==> src/rtl/core/sss_pkg.sv <==
// Shared types, constants and the digit segment table for the seven-segment scan driver.
package sss_pkg;

    localparam logic FUNC_LOAD = 1'b0;
    localparam logic FUNC_TICK = 1'b1;

    localparam int unsigned NUM_DIGITS = 4;
    localparam int unsigned POS_W      = $clog2(NUM_DIGITS);

    localparam logic [15:0]           PERIOD_RESET = 16'd19;
    localparam logic [NUM_DIGITS-1:0] SELECT_OFF   = '1;

    // reciprocal multipliers: floor(n * RECIP >> SHIFT) == n / divisor for any 16-bit n
    localparam logic [31:0] RECIP_10    = 32'd52429;
    localparam int unsigned SHIFT_10    = 19;
    localparam logic [33:0] RECIP_100   = 34'd167773;
    localparam int unsigned SHIFT_100   = 24;
    localparam logic [32:0] RECIP_1000  = 33'd67109;
    localparam int unsigned SHIFT_1000  = 26;
    localparam logic [32:0] RECIP_10000 = 33'd107375;
    localparam int unsigned SHIFT_10000 = 30;

    typedef struct packed {
        logic [12:0] q1;   // n / 10
        logic [9:0]  q2;   // n / 100
        logic [6:0]  q3;   // n / 1000
        logic [2:0]  q4;   // n / 10000
    } quot_t;

    typedef struct packed {
        logic load;
        logic tick;
    } scan_ctl_t;

    // stored code: bit 0 dot, bits 1..7 segments A..G
    typedef logic [NUM_DIGITS-1:0][7:0] codes_t;

    function automatic logic [7:0] seg_code(input logic [3:0] digit);
        logic [7:0] code;
        case (digit)
            4'd0: code = 8'b0111_1110;
            4'd1: code = 8'b0000_1100;
            4'd2: code = 8'b1011_0110;
            4'd3: code = 8'b1001_1110;
            4'd4: code = 8'b1100_1100;
            4'd5: code = 8'b1101_1010;
            4'd6: code = 8'b1111_1010;
            4'd7: code = 8'b0000_1110;
            4'd8: code = 8'b1111_1110;
            4'd9: code = 8'b1101_1110;
            default: code = 8'b0000_0000;
        endcase
        return code;
    endfunction

endpackage

==> src/rtl/core/seven_segment_scan_driver.sv <==
// Four-digit multiplexed seven-segment scan driver, top level.
// Every input transfer yields exactly one result transfer carrying the drive
// outputs after that item. A load (s_tuser 0) converts the number into the
// codes of its low four decimal digits, blanking leading zeros except the
// ones digit, and lights the dot of digit dot_position when it is below 4;
// the drive outputs change only on the next advance. A tick (s_tuser 1)
// counts; after scan_period+1 ticks the scan moves to the next digit and
// drives its select line low with its segments. Until the first advance all
// selects are high and segments off. One register stage holds the decimal
// quotients, the second updates the scan state and the drive registers,
// which are the result register. One transfer is taken every cycle while
// the result side is ready. The user writes scan_period through cfg_wr_en/cfg_wr_data
// only while idle; the block itself does not enforce it.
module seven_segment_scan_driver (
    input  logic        aclk,
    input  logic        aresetn,
    input  logic        cfg_wr_en,
    input  logic [15:0] cfg_wr_data,
    input  logic        s_tvalid,
    output logic        s_tready,
    input  logic [23:0] s_tdata,    // number[15:0], dot_position[23:16]
    input  logic        s_tuser,    // func
    output logic        m_tvalid,
    input  logic        m_tready,
    output logic [15:0] m_tdata     // digit_select_n[3:0], segments[11:4], shown_digit[13:12]
);

    logic                   en;
    logic                   s1_valid_reg, s1_valid_next;
    logic                   m_valid_reg, m_valid_next;
    logic                   s1_func_reg;
    logic [15:0]            s1_number_reg;
    logic [7:0]             s1_dot_reg;
    sss_pkg::quot_t         s1_quot_reg;
    sss_pkg::quot_t         quot;
    sss_pkg::codes_t        new_codes;
    sss_pkg::scan_ctl_t     ctl;
    logic [sss_pkg::NUM_DIGITS-1:0] select_drive;
    logic [7:0]                     segment_drive;
    logic [sss_pkg::POS_W-1:0]      scan_position;

    assign en       = !m_valid_reg || m_tready;
    assign s_tready = en;

    assign s1_valid_next = en ? s_tvalid : s1_valid_reg;
    assign m_valid_next  = en ? s1_valid_reg : m_valid_reg;

    assign ctl.load = en && s1_valid_reg && (s1_func_reg == sss_pkg::FUNC_LOAD);
    assign ctl.tick = en && s1_valid_reg && (s1_func_reg == sss_pkg::FUNC_TICK);

    sss_quot u_quot (
        .number (s_tdata[15:0]),
        .quot   (quot)
    );

    sss_codes u_codes (
        .number       (s1_number_reg),
        .dot_position (s1_dot_reg),
        .quot         (s1_quot_reg),
        .codes        (new_codes)
    );

    sss_scan u_scan (
        .aclk          (aclk),
        .aresetn       (aresetn),
        .cfg_wr_en     (cfg_wr_en),
        .cfg_wr_data   (cfg_wr_data),
        .ctl           (ctl),
        .new_codes     (new_codes),
        .select_drive  (select_drive),
        .segment_drive (segment_drive),
        .scan_position (scan_position)
    );

    always_ff @(posedge aclk) begin
        if (!aresetn) begin
            s1_valid_reg <= 1'b0;
            m_valid_reg  <= 1'b0;
        end else begin
            s1_valid_reg <= s1_valid_next;
            m_valid_reg  <= m_valid_next;
        end
    end

    always_ff @(posedge aclk) begin
        if (en) begin
            s1_func_reg   <= s_tuser;
            s1_number_reg <= s_tdata[15:0];
            s1_dot_reg    <= s_tdata[23:16];
            s1_quot_reg   <= quot;
        end
    end

    assign m_tvalid = m_valid_reg;
    assign m_tdata  = {2'b00, scan_position, segment_drive, select_drive};

endmodule

==> src/rtl/core/sss_quot.sv <==
// Decimal quotients of a 16-bit number by reciprocal multiplication.
module sss_quot (
    input  logic [15:0]         number,
    output sss_pkg::quot_t      quot
);

    logic [31:0] prod_10;
    logic [33:0] prod_100;
    logic [32:0] prod_1000;
    logic [32:0] prod_10000;

    assign prod_10    = 32'(number) * sss_pkg::RECIP_10;
    assign prod_100   = 34'(number) * sss_pkg::RECIP_100;
    assign prod_1000  = 33'(number) * sss_pkg::RECIP_1000;
    assign prod_10000 = 33'(number) * sss_pkg::RECIP_10000;

    assign quot.q1 = prod_10[31:sss_pkg::SHIFT_10];
    assign quot.q2 = prod_100[33:sss_pkg::SHIFT_100];
    assign quot.q3 = prod_1000[32:sss_pkg::SHIFT_1000];
    assign quot.q4 = prod_10000[32:sss_pkg::SHIFT_10000];

endmodule

==> src/rtl/core/sss_codes.sv <==
// Digit extraction, leading-zero blanking and dot insertion for a load.
module sss_codes (
    input  logic [15:0]         number,
    input  logic [7:0]          dot_position,
    input  sss_pkg::quot_t      quot,
    output sss_pkg::codes_t     codes
);

    logic [15:0] ten_q1;
    logic [12:0] ten_q2;
    logic [9:0]  ten_q3;
    logic [6:0]  ten_q4;
    logic [15:0] rem0;
    logic [12:0] rem1;
    logic [9:0]  rem2;
    logic [6:0]  rem3;
    logic [3:0]  digit [sss_pkg::NUM_DIGITS];
    logic [sss_pkg::NUM_DIGITS-1:0] blank;
    logic        dot_on;

    assign ten_q1 = {quot.q1, 3'b000} + 16'({quot.q1, 1'b0});
    assign ten_q2 = 13'({quot.q2, 3'b000}) + 13'({quot.q2, 1'b0});
    assign ten_q3 = 10'({quot.q3, 3'b000}) + 10'({quot.q3, 1'b0});
    assign ten_q4 = 7'({quot.q4, 3'b000}) + 7'({quot.q4, 1'b0});

    assign rem0 = number - ten_q1;
    assign rem1 = quot.q1 - ten_q2;
    assign rem2 = quot.q2 - ten_q3;
    assign rem3 = quot.q3 - ten_q4;

    assign digit[0] = rem0[3:0];
    assign digit[1] = rem1[3:0];
    assign digit[2] = rem2[3:0];
    assign digit[3] = rem3[3:0];

    // ones digit always shown
    assign blank[0] = 1'b0;
    assign blank[1] = (quot.q1 == '0);
    assign blank[2] = (quot.q2 == '0);
    assign blank[3] = (quot.q3 == '0);

    assign dot_on = (dot_position < 8'(sss_pkg::NUM_DIGITS));

    always_comb begin
        for (int k = 0; k < sss_pkg::NUM_DIGITS; k++) begin
            codes[k] = blank[k] ? 8'h00 : sss_pkg::seg_code(digit[k]);
            if (dot_on && (dot_position[sss_pkg::POS_W-1:0] == sss_pkg::POS_W'(k))) begin
                codes[k][0] = 1'b1;
            end
        end
    end

endmodule

==> src/rtl/core/sss_scan.sv <==
// Digit code store, scan period register, tick counter and drive registers.
module sss_scan (
    input  logic                            aclk,
    input  logic                            aresetn,
    input  logic                            cfg_wr_en,
    input  logic [15:0]                     cfg_wr_data,
    input  sss_pkg::scan_ctl_t              ctl,
    input  sss_pkg::codes_t                 new_codes,
    output logic [sss_pkg::NUM_DIGITS-1:0]  select_drive,
    output logic [7:0]                      segment_drive,
    output logic [sss_pkg::POS_W-1:0]       scan_position
);

    logic [15:0]                    period_reg;
    sss_pkg::codes_t                codes_reg, codes_next;
    logic [sss_pkg::POS_W-1:0]      pos_reg, pos_next;
    logic [15:0]                    count_reg, count_next;
    logic [sss_pkg::NUM_DIGITS-1:0] select_reg, select_next;
    logic [7:0]                     segment_reg, segment_next;
    logic [sss_pkg::POS_W-1:0]      pos_inc;
    logic [7:0]                     code_sel;

    assign pos_inc  = pos_reg + 1'b1;
    assign code_sel = codes_reg[pos_inc];

    always_comb begin
        codes_next   = codes_reg;
        pos_next     = pos_reg;
        count_next   = count_reg;
        select_next  = select_reg;
        segment_next = segment_reg;
        if (ctl.load) begin
            codes_next = new_codes;
        end
        if (ctl.tick) begin
            if (count_reg >= period_reg) begin
                count_next   = '0;
                pos_next     = pos_inc;
                select_next  = ~(sss_pkg::NUM_DIGITS'(1) << pos_inc);
                segment_next = {code_sel[0], code_sel[7:1]};
            end else begin
                count_next = count_reg + 16'd1;
            end
        end
    end

    always_ff @(posedge aclk) begin
        if (!aresetn) begin
            period_reg  <= sss_pkg::PERIOD_RESET;
            codes_reg   <= '0;
            pos_reg     <= '0;
            count_reg   <= '0;
            select_reg  <= sss_pkg::SELECT_OFF;
            segment_reg <= '0;
        end else begin
            if (cfg_wr_en) begin
                period_reg <= cfg_wr_data;
            end
            codes_reg   <= codes_next;
            pos_reg     <= pos_next;
            count_reg   <= count_next;
            select_reg  <= select_next;
            segment_reg <= segment_next;
        end
    end

    assign select_drive  = select_reg;
    assign segment_drive = segment_reg;
    assign scan_position = pos_reg;

endmodule

==> config.mk <==
export PLATFORM = sky130hd
export DESIGN_NAME = seven_segment_scan_driver
export DESIGN_NICKNAME = d
export VERILOG_FILES = /design/src/rtl/core/sss_pkg.sv /design/src/rtl/core/seven_segment_scan_driver.sv /design/src/rtl/core/sss_quot.sv /design/src/rtl/core/sss_codes.sv /design/src/rtl/core/sss_scan.sv
export SDC_FILE = /design/constraint.sdc
export NUM_CORES = 1
export LEC_CHECK = 0
export ABC_CLOCK_PERIOD_IN_PS = 18220
export BUFFER_PORTS_ARGS = -buffer_cell sky130_fd_sc_hd__buf_2
export CAP_MARGIN = 20
export CORE_UTILIZATION = 71
export CTS_CLUSTER_DIAMETER = 60
export DETAILED_ROUTE_END_ITERATION = 16
export PLACE_DENSITY = 0.93
export SLEW_MARGIN = 10
export SYNTH_ARGS = -nofsm -noshare
export SYNTH_HDL_FRONTEND = slang
export SYNTH_SLANG_ARGS = --single-unit
==> constraint.sdc <==
create_clock -name aclk -period 18.22 [get_ports aclk]
set_clock_uncertainty 0.1 [all_clocks]
set_input_delay 0.911 -clock aclk [delete_from_list [all_inputs] [get_ports aclk]]
set_output_delay 0.911 -clock aclk [all_outputs]
set_load 0.03 [all_outputs]
==> results of run 1 <==
## worst max-delay path, delay by kind of cell
| kind | cells | cell delay (ns) |
|---|---|---|
| AO/OA/AOI/OAI | 7 | 1.74 |
| XOR/XNOR | 1 | 0.07 |
| adder cells (fa/ha/maj) | 7 | 3.28 |
| buffers and inverters | 5 | 1.15 |
| AND/OR/NAND/NOR | 1 | 0.17 |
## cells in the final DEF (no fill, tap or decap), types with 10 or more instances in the layout
| master | n |
|---|---|
| o21ai_1 | 15 |
| xor2_1 | 33 |
| nand2_1 | 72 |
| a21o_1 | 31 |
| nor2_2 | 10 |
| buf_2 | 61 |
| nor2_1 | 52 |
| inv_1 | 579 |
| edfxtp_1 | 46 |
| nand4_1 | 14 |
| and3_1 | 12 |
| xnor2_1 | 43 |
| nand3_1 | 23 |
| clkbuf_16 | 17 |
| o21ai_0 | 36 |
| nor2b_1 | 42 |
| and2_1 | 10 |
| dfxtp_1 | 80 |
| a21oi_1 | 66 |
| ha_1 | 516 |
| fa_1 | 319 |
| mux2i_1 | 24 |
## layout make-up
cell class / count / area [um2]
fill: 1887 / 7160
clock inverter: 15 / 193
timing repair buffer: 64 / 328
sequential: 126 / 2980
inverter: 579 / 2170
multi-input combinational: 1442 / 16800
tap: 396 / 495
clock buffer: 17 / 425
## synth_stat cells (all sizes together), types with 23 or more instances
library cell	count	area [um2]
inv	579	2170
ha	516	6460
fa	319	6390
dfxtp	80	1600
nand2	72	270
a21oi	67	339
nor2	62	258
o21ai	51	255
edfxtp	46	1380
xnor2	43	377
nor2b	42	263
xor2	33	289
a21o	31	233
mux2i	24	240
nand3	23	115
## cell families (layout without fill, tap and decap cells)
| family | Yosys count | count (layout) | share of synthesized area [%] |
|---|---|---|---|
| other | 1 | 2 | 0.0170 |
| xor gates and xnor gates | 76 | 76 | 3.02 |
| adders and majority gates | 835 | 835 | 58.3 |
| muxes | 32 | 32 | 1.91 |
| DFF | 126 | 126 | 13.6 |
| and+or+nand+nor | 267 | 267 | 6.06 |
| AOI/OAI and AO/OA | 230 | 230 | 6.70 |
| buffers and inverters | 603 | 675 | 10.4 |
## through the flow
stage	setup slack [ns]	hold WS (ns)	power [mW]	area [um2]	util [%]
after floorplan	11.67	0.332	2.67	22000	-
after global placement	10.70	0.347	3.29	22700	74.5
after detailed placement	10.57	0.354	3.48	22700	74.5
after CTS	10.99	0.381	3.91	23300	76.5
after global routing	10.71	0.402	4.37	23300	76.5
final	10.94	0.380	3.96	23300	76.5
## path summary, 6_finish.rpt
kind,to,startpoint,slack [ns]
min reg2reg,u_scan.codes_reg[15],u_scan.codes_reg[15],0.38
max,s1_quot_reg[2],s_tdata[8],10.94
min,u_scan.codes_reg[15],u_scan.codes_reg[15],0.38
max reg2reg,u_scan.count_reg[15],u_scan.count_reg[0],14.86
## power breakdown
part | internal [mW] | switching, mW | total, mW | leakage (nW)
Clock | 0.198 | 0.148 | 0.346 | 0.302
Combinational | 1.31 | 1.87 | 3.18 | 11.2
Sequential | 0.393 | 0.0399 | 0.433 | 1.14
Total | 1.90 | 2.05 | 3.96 | 12.7
## per-layer routing
metal | GRT usage, % | routed length, um
met3 | 8.76 | 4810
met2 | 65.5 | 28300
met1 | 44.6 | 21200
met5 | 0 | 8
met4 | 26.2 | 4460
==> results.md, run 1 <==
- Die Area: between 30000 and 40000 um2
- Slowest-stage cell, CP: fa_1
- Post-DP HPWL: 47.4 mm
- Fraction of layout cells with a size suffix above 1: between 5 and 6%
- Area grow syn2layout: 6.08%
- Largest net degree at the start of global routing: between 60 and 70
- Number of I/O pins: 64
- Kind of critical path: in2reg
- CTS resizes: 0
- Mean post-synth cell area: between 10 and 15 um2
- First-pass GRT wire length: 91.6 mm
- Cell total after placement: 2607
- Max Cap Viol: 0
- Worst skew pair latency: 0.42 ns
- Slew HR: 28.9%
- Vias per inst: 6.06
- Worst Setup End Kind: register
- # port buffers: between 60 and 70
- Asr flop ratio synth: 0%
- DR iter-0 viols: ~1300
- Clock Sinks: around 130
- Pwr per Cell Area: 169 nW/um2
- Post-Syn Area: between 20000 and 25000 um2
- DRT Pass-1 Iters: 6
- Maximum cell stage delay along the critical path: 0.54 ns
- Routability cong.: slightly above 1
- Vias in the first global route: around 17000
- Reg2Reg Depth: 11
- Number of flops mapped to enable cells by yosys: 46
- CTS Buf Count: 17
- Most frequent cell on the critical path: fa_1
- Via count: around 16000
- Nets: just over 3000
- Row count: 64
- CP Max Fanout: 14
- Clk buf depth: 2
- Fin crit share: around two fifths
- Routed len/inst: roughly 22 um
- CTS Root Cell: clkbuf_16
- Netlist cell types: 67
- Startpoint types: input port
- Post-CTS setup repair buffer count: 0
- HP Class: reg2reg
- Initial antenna violation count: 1
- Synth Instances: between 2000 and 2500
- Worst VDD drop: about 0.27 mV
- Synth warn: 0
- WL final: approximately 59 mm
- Register bit count reported by yosys: around 130
- Max reg flops: 33
- Outcome: complete, no violations
- Register area share after synthesis: approximately 14%
- Hold Crit Depth: 2
- Global route overflow: 0
- Tot GR Track Use: between 30% and 40%
- Fmax: between 0.1 and 0.15 GHz
- Clock transition at path regs: 0.07 ns
- Final Max Tran Viols: 0
- Core area: roughly 31000 um2
- Slew at the pin closest to its max-slew limit: 1.06 ns
- Initial Util: between 70% and 80%
- H-tree depth: 4
- CTS tree: built
- Fin cells: between 2000 and 3000
- Die width: ~180 um
- Diodes inserted: 0
- Post-DRT Antenna Nets: 0
- Die H: 178 um
- Hold Buf Count CTS: 0
- Crit-path cells: buf_2 > inv_1 > ha_1 > inv_1 > fa_1 > fa_1 > inv_1 > fa_1 > fa_1 > fa_1 > inv_1 > ha_1 > and3_1 > a221o_1 > a211oi_1 > o211ai_1 > a31o_1 > a221o_1 > a21o_1 > a21oi_2 > xnor2_1
- RSZ-0062 raised after global routing: no
- Setup TNS: 0 ns
- Post-route DRC: 0
- Final hold violation count: 0
- Prevailing post-synth register cell: dfxtp_1
- Final Setup Violations: 0
- WP data arrival: about 7.4 ns
- Crit path time final: ~7.3 ns
- Req. time, crit path: about 18 ns
- Lkg Pwr: ~13 nW
(Power assumes the default switching activity.)
==> run 2, diff against run 1 <==
--- a/config.mk
+++ b/config.mk
@@ -5,13 +5,14 @@
 export SDC_FILE = /design/constraint.sdc
 export NUM_CORES = 1
 export LEC_CHECK = 0
-export ABC_CLOCK_PERIOD_IN_PS = 18220
+export ABC_AREA = 1
+export ABC_CLOCK_PERIOD_IN_PS = 6100
 export BUFFER_PORTS_ARGS = -buffer_cell sky130_fd_sc_hd__buf_2
 export CAP_MARGIN = 20
-export CORE_UTILIZATION = 71
+export CORE_UTILIZATION = 60
 export CTS_CLUSTER_DIAMETER = 60
 export DETAILED_ROUTE_END_ITERATION = 16
-export PLACE_DENSITY = 0.93
+export PLACE_DENSITY = 0.84
 export SLEW_MARGIN = 10
 export SYNTH_ARGS = -nofsm -noshare
 export SYNTH_HDL_FRONTEND = slang
==> constraint.sdc (replaced) <==
create_clock -name aclk -period 6.1 [get_ports aclk]
set_clock_uncertainty 0.1 [all_clocks]
set_input_delay 0.305 -clock aclk [delete_from_list [all_inputs] [get_ports aclk]]
set_output_delay 0.305 -clock aclk [all_outputs]
set_load 0.03 [all_outputs]
==> run 2 against run 1 <==
Compared with the run above: worst hold slack worse by 0.34 ns; synthesized cell count rose by 39%; register-to-register slack lost 12 ns.
==> results.md, run 2 <==
- Outcome: complete, no violations
- Fin crit share: 88.2%
- Clock Sinks: 126 (unchanged)
- CTS Root Cell: clkbuf_16
- Maximum cell stage delay along the critical path: 0.58 ns (+0.04 ns)
- DRT Pass-1 Iters: 7 (+1)
- Netlist cell types: 48 (-28%)
- CP bufs+invs: 5 (unchanged)
- First-pass GRT wire length: 112 mm (+22%)
- Synth area leader: ha_1
- Most frequent cells in the layout: inv_1 (737), ha_1 (516), nand2_1 (492)
- Tot Pwr: 15.0 mW (+280%)
- Area grow syn2layout: 7.71%
- Lkg Pwr: 14.7 nW (+16%)
- Die Area: 42100 um2 (+33%)
- Tot GR Track Use: 34.7% (-4.3 points)
- Core area: 40700 um2 (+34%)
- Register bit count reported by yosys: 126 (unchanged)
- Post-route DRC: 0 (unchanged)
- Post-DRT Antenna Nets: 0 (unchanged)
- Synth Instances: 3020 (+39%)
- Max reg flops: 33 (unchanged)
- Commonest non-fill, non-tap cell in the layout: inv_1
- Fill count: 3343 (+77%)
- Number of flops mapped to enable cells by yosys: 46 (unchanged)
- CTS Buf Count: 17 (unchanged)
- Slew at the pin closest to its max-slew limit: 0.942 ns (-0.121 ns)
- Slew HR: 36.8% (+7.9 points)
- Req. time, crit path: 6.23 ns (-12.06 ns)
- CTS resizes: 0 (unchanged)
- Slowest-stage cell, CP: ha_1
- Post-CTS setup repair buffer count: 0 (unchanged)
- Setup TNS: 0 ns (unchanged)
- Die width: 205 um (+15%)
- CP Max Fanout: 5 (-9)
- H-tree depth: 4 (unchanged)
- Final Max Tran Viols: 0 (unchanged)
- Worst skew pair latency: 0.47 ns (+0.05 ns)
- CP delay by family, top: adder cells
- Fmax: 0.186 GHz
- Worst VDD drop: 0.506 mV (+90%)
- HP Class: in2reg
- Row count: 74 (+16%)
- # port buffers: 61 (unchanged)
- Post-DP HPWL: 58.8 mm (+24%)
- Yosys top cell area share: 26.1% (-3.2 points)
- Vias per inst: 5.60 (-7.7%)
- Hold Buf Count CTS: 13 (+13)
- Register area share after synthesis: 12.1% (-1.5 points)
- Crit path time final: about 5.4 ns
- Final Cell Area: 26700 um2 (+14%)
- Top cells by count, synth: inv_1 (737), ha_1 (516), nand2_1 (492)
- Max Cap Viol: 0 (unchanged)
- Worst Setup End Kind: register
- Prevailing post-synth register cell: dfxtp_1
- Reg2reg start: u_scan.scan_position[0]
- Clock transition at path regs: 0.09 ns (+0.02 ns)
- Pwr per Cell Area: 562 nW/um2 (+230%)
- RSZ-0062 raised after global routing: no
- Routability cong.: 1.04 (+2.5%)
- Final Setup Violations: 0 (unchanged)
- Placed inst area: 26000 um2 (+14%)
- Hold Startpoint: cfg_wr_en
- Initial Util: 60.7% (-11 points)
- Largest net degree at the start of global routing: 52 (-21%)
- Vias in the first global route: 20900 (+20%)
- WP data arrival: 5.51 ns (-1.84 ns)
- Routed len/inst: 18.9 um (-15%)
- Most frequent cell on the critical path: fa_1
- DR iter-0 viols: 1534 (+16%)
- Mean post-synth cell area: 8.19 um2 (-19%)
- Final hold violation count: 0 (unchanged)
- Startpoint types: input port
- Cell total after placement: 3638 (+40%)
- Clk buf depth: 2 (unchanged)
- Die H: 205 um (+15%)
- Number of I/O pins: 64 (unchanged)
- Fraction of layout cells with a size suffix above 1: 5.68% (+0.29 points)
- Nets: 4019 (+29%)
- Global route overflow: 0 (unchanged)
- Critical path origin: s_tdata[14]
- Initial antenna violation count: 2 (+1)
- Synth top area cells: ha_1 (26%), fa_1 (26%), inv_1 (11%), nand2_1 (7.5%), dfxtp_1 (6.5%)
- Synth warn: 0 (unchanged)
- WL final: 69.5 mm (+18%)
- Crit-path cells: buf_2 > inv_1 > ha_1 > inv_1 > fa_1 > fa_1 > inv_1 > fa_1 > fa_1 > fa_1 > inv_1 > ha_1 > nand2_1 > nor2_1 > nand2_1 > nor4_1 > nand2_1 > nand3_1 > nand2_1
- Most common cell in the netlist: inv_1
- Kind of critical path: in2reg
- Via count: 20600 (+29%)
- Post-Syn Area: 24700 um2 (+12%)
- Asr flop ratio synth: 0% (unchanged)
- CTS tree: built
- Fin cells: 3685 (+40%)
run 2: changes by cell type after synthesis, sizes merged, moves of 22 or more:
cell,change
nand3,+140
nor3,+23
xnor2,-36
nor2,+135
nand2,+426
inv,+164
mux2i,-22
a21oi,+116
o21ai,+58
nor2b,-42
run 2: final cells by class:
cell class                 instances  area (um2)  share of cell area (%)
clock buffer                      17         425                    1.60
multi-input combinational       2128       18900                    70.8
antenna                            2        5.00                  0.0188
clock inverter                    15         125                   0.469
timing repair buffer             121         788                    2.96
sequential                       126        2980                    11.2
tap                              532         666                    2.50
inverter                         744        2800                    10.5
run 2: stage by stage:
step | hold WS (ns) | utilization [%] | setup WS, ns
CTS | 0.0168 | 65.4 | 0.765
floorplan | 0.304 | - | 1.12
global placement | 0.336 | 63.7 | 0.274
detailed placement | 0.338 | 63.7 | 0.271
global route | 0.0495 | 65.4 | 0.458
finish | 0.0387 | 65.4 | 0.720
run 2: report_power, final:
group	total, mW	leakage [nW]	switching, mW	internal [mW]
clock network	1.02	0.273	0.489	0.533
logic	12.7	13.3	8.07	4.58
registers	1.30	1.14	0.144	1.15
total	15.0	14.7	8.71	6.26
run 2: path summary, 6_finish.rpt:
check / to / slack [ns] / depth (start not counted)
max reg2reg: u_scan.segment_drive[3] / 3.29 / 9
max: s1_quot_reg[0] / 0.72 / 19
min: u_scan.period_reg[1] / 0.04 / 2
min reg2reg: u_scan.select_drive[3] / 0.35 / 2
run 2: metal layers:
metal / routed length [um] / vias to the layer above / track usage (%)
li1: - / 9745 / -
met5: 23 / - / 0
met2: 31900 / 778 / 57.1
met1: 29100 / 9914 / 44.9
met3: 5640 / 181 / 7.33
met4: 2890 / 4 / 13.0
run 2: cells by family after synthesis:
| logic type | synth area share, % |
|---|---|
| mux | 0.0809 |
| simple gates | 16.1 |
| fa+ha+maj | 51.9 |
| buf+inv | 11.7 |
| compound gates | 7.27 |
| xor+xnor | 0.814 |
| other cells | 0.0152 |
| flops | 12.1 |
run 2: worst register-to-register path, delay by kind of cell (launching register included):
family / cells / cell delay, ns
AOI/OAI and AO/OA: 3 / 0.51
adders and majority gates: 1 / 0.57
buffers and inverters: 2 / 0.44
DFF: 1 / 0.86
and+or+nand+nor: 3 / 0.24
==> run 3, diff against run 2 <==
--- a/config.mk
+++ b/config.mk
@@ -12,8 +12,9 @@
 export CORE_UTILIZATION = 60
 export CTS_CLUSTER_DIAMETER = 60
 export DETAILED_ROUTE_END_ITERATION = 16
-export PLACE_DENSITY = 0.84
+export PLACE_DENSITY = 0.88
 export SLEW_MARGIN = 10
 export SYNTH_ARGS = -nofsm -noshare
 export SYNTH_HDL_FRONTEND = slang
+export SYNTH_HIERARCHICAL = 1
 export SYNTH_SLANG_ARGS = --single-unit
==> run 3 against run 2 <==
Compared with the run above: synthesized cell count is 4.5% higher; sequential share of layout area is 0.19 points lower; first-iteration DRC count is 1.4% lower; setup slack worse by 0.078 ns; clock-buffer cell count stayed put; global-route usage is 1.0 points lower; fmax is 1.4% lower; non-clock buffer count is 8 lower; die area is 2.1% higher; largest cell class unchanged.
==> results.md, run 3 <==
- Outcome: complete, no violations
- FF-to-FF setup slack: 3.28 ns (about the same)
- Critical path origin: s_tdata[5]
- Maximum cell stage delay along the critical path: 0.61 ns (+0.03 ns)
- Global route overflow: 0 (unchanged)
- Routed len/inst: 18.2 um (-3.3%)
- DRT Pass-1 Iters: 7 (unchanged)
- Hold slack: 0.0194 ns (-0.0192 ns)
- RR Endpoint: u_scan/segment_drive[6]
- Initial Util: 61.3% (+0.58 points)
- Crit path to: s1_quot_reg[17]
- Fmax: 0.183 GHz (-1.4%)
- Max reg flops: 33 (unchanged)
- Vias in the first global route: 22300 (+6.9%)
- Startpoint types: input port
- Die H: 207 um (+1.0%)
- Hold Startpoint: cfg_wr_data[0]
- Post-DP HPWL: 57.5 mm (-2.2%)
- Post-route DRC: 0 (unchanged)
- Core area: 41200 um2 (+1.1%)
- Setup TNS: 0 ns (unchanged)
- Via count: 21200 (+2.8%)
- Worst Setup End Kind: register
- Largest net degree at the start of global routing: 65 (+25%)
- CP Max Fanout: 7 (+2)
- Fraction of layout cells with a size suffix above 1: 5.83% (+0.15 points)
- Die Area: 42900 um2 (+2.1%)
- Nets: 4148 (+3.2%)
- Fin crit share: 89.5% (+1.3 points)
- Mean post-synth cell area: 8.00 um2 (-2.3%)
- Slew HR: 32.9% (-3.9 points)
- Final hold violation count: 0 (unchanged)
- Clock transition at path regs: 0.06 ns (-0.03 ns)
- DR iter-0 viols: 1512 (-1.4%)
- Final Setup Violations: 0 (unchanged)
- Synth Instances: 3157 (+4.5%)
- Max Cap Viol: 0 (unchanged)
- H-tree depth: 4 (unchanged)
- Post-Syn Area: 25300 um2 (+2.1%)
- RSZ-0062 raised after global routing: no
- Worst skew pair latency: 0.47 ns (about the same)
- Commonest non-fill, non-tap cell in the layout: inv_1
- Crit-path cells: buf_2 > inv_1 > ha_1 > inv_1 > fa_1 > inv_1 > fa_1 > inv_1 > fa_1 > fa_1 > inv_1 > fa_1 > inv_1 > ha_1 > a21oi_1 > o21ai_0 > nand2_1 > nand2_1 > a21oi_1 > nand2_1 > nand2_1 > nand2_1
- CTS tree: built
- Fill count: 3232 (-3.3%)
- WL final: 69.5 mm (about the same)
- Die width: 207 um (+1.0%)
- Req. time, crit path: 6.19 ns (-0.04 ns)
- Row count: 74 (unchanged)
- CP delay by family, top: adder cells
- WP data arrival: 5.54 ns (+0.03 ns)
- Area grow syn2layout: 7.26%
- Kind of critical path: in2reg
- Vias per inst: 5.57 (-0.54%)
- Post-CTS setup repair buffer count: 0 (unchanged)
- First-pass GRT wire length: 113 mm (+1.2%)
- Post-DRT Antenna Nets: 0 (unchanged)
- CP bufs+invs: 7 (+2)
- CTS Buf Count: 17 (unchanged)
- Slowest-stage cell, CP: fa_1
- Crit path time final: 5.46 ns (+0.0780 ns)
- HP Class: in2reg
- Number of I/O pins: 64 (unchanged)
- Clk buf depth: 2 (unchanged)
- Initial antenna violation count: 1 (-1)
- Clock Sinks: 126 (unchanged)
- Slew at the pin closest to its max-slew limit: 1.01 ns (+0.0638 ns)
- Most frequent cell on the critical path: inv_1
- # port buffers: 61 (unchanged)
- Reg2Reg Depth: 9 (unchanged)
- Final Max Tran Viols: 0 (unchanged)
- CTS Root Cell: clkbuf_16
- Tot GR Track Use: 33.7% (-1.0 points)
- Stages on worst setup path: 22 (+3)
- Synth warn: 6 (+6)
- Most frequent cells in the layout: inv_1 (738), nand2_1 (551), ha_1 (521)
- Routability cong.: 1.02 (-1.6%)
- Reg2reg start: u_scan/scan_position[0]
## run 3: what timing repair did
item,in CTS,in global routing
hold endpoints to repair,12,0
hold buffers,12,0
resized for setup,0,0
## run 3: area by class of cell
cell class              instances  area [um2]  share of cell area (%)
diodes                          1        2.50                 0.00923
well taps                     532         666                    2.46
multi-input cells            2257       19400                    71.4
flip-flops and latches        126        2980                    11.0
inverters                     748        2810                    10.4
clock buffers                  17         425                    1.57
clock inverters                15         140                   0.517
repair buffers                113         726                    2.68
## run 3: routing by layer
| layer | up-vias | global-route usage [%] | share of wire [%] |
|---|---|---|---|
| li1 | 10100 | - | - |
| met1 | 9981 | 39.2 | 39 |
| met2 | 838 | 56.7 | 46 |
| met3 | 310 | 6.28 | 6.9 |
| met4 | 2 | 22.8 | 7.5 |
| met5 | - | 0 | 0.026 |
## run 3: worst min-delay path by stage
stage / endpoint / slack [ns] / cells after the start
after global placement: u_scan/select_drive[3] / 0.33 / 2
after global routing: u_scan/period_reg[0] / 0.02 / 3
after CTS: u_scan/period_reg[0] / 0.005 / 3
after detailed placement: u_scan/select_drive[0] / 0.34 / 2
after floorplan: s1_dot_reg[0] / 0.30 / 0
final: u_scan/period_reg[0] / 0.02 / 3
## run 3: stage by stage
stage | utilization, % | cell area (um2) | std cells | setup slack, ns
after floorplan | - | 25300 | 3158 | 1.11
after global placement | 64.1 | 26400 | 3764 | 0.368
after detailed placement | 64.1 | 26400 | 3764 | 0.333
after CTS | 65.8 | 27100 | 3808 | 0.777
after global routing | 65.8 | 27100 | 3808 | 0.470
final | 65.8 | 27100 | 3809 | 0.642
## run 3: tightest hold or removal path: stages
cell	delay, ns
buf_2	0.08
nand2_1	0.04
nand3_1	0.09
Power of run 3 is left out: the tool's default activity adds up to more than one toggle a clock period on the data nets, which glitch-free logic cannot reach.
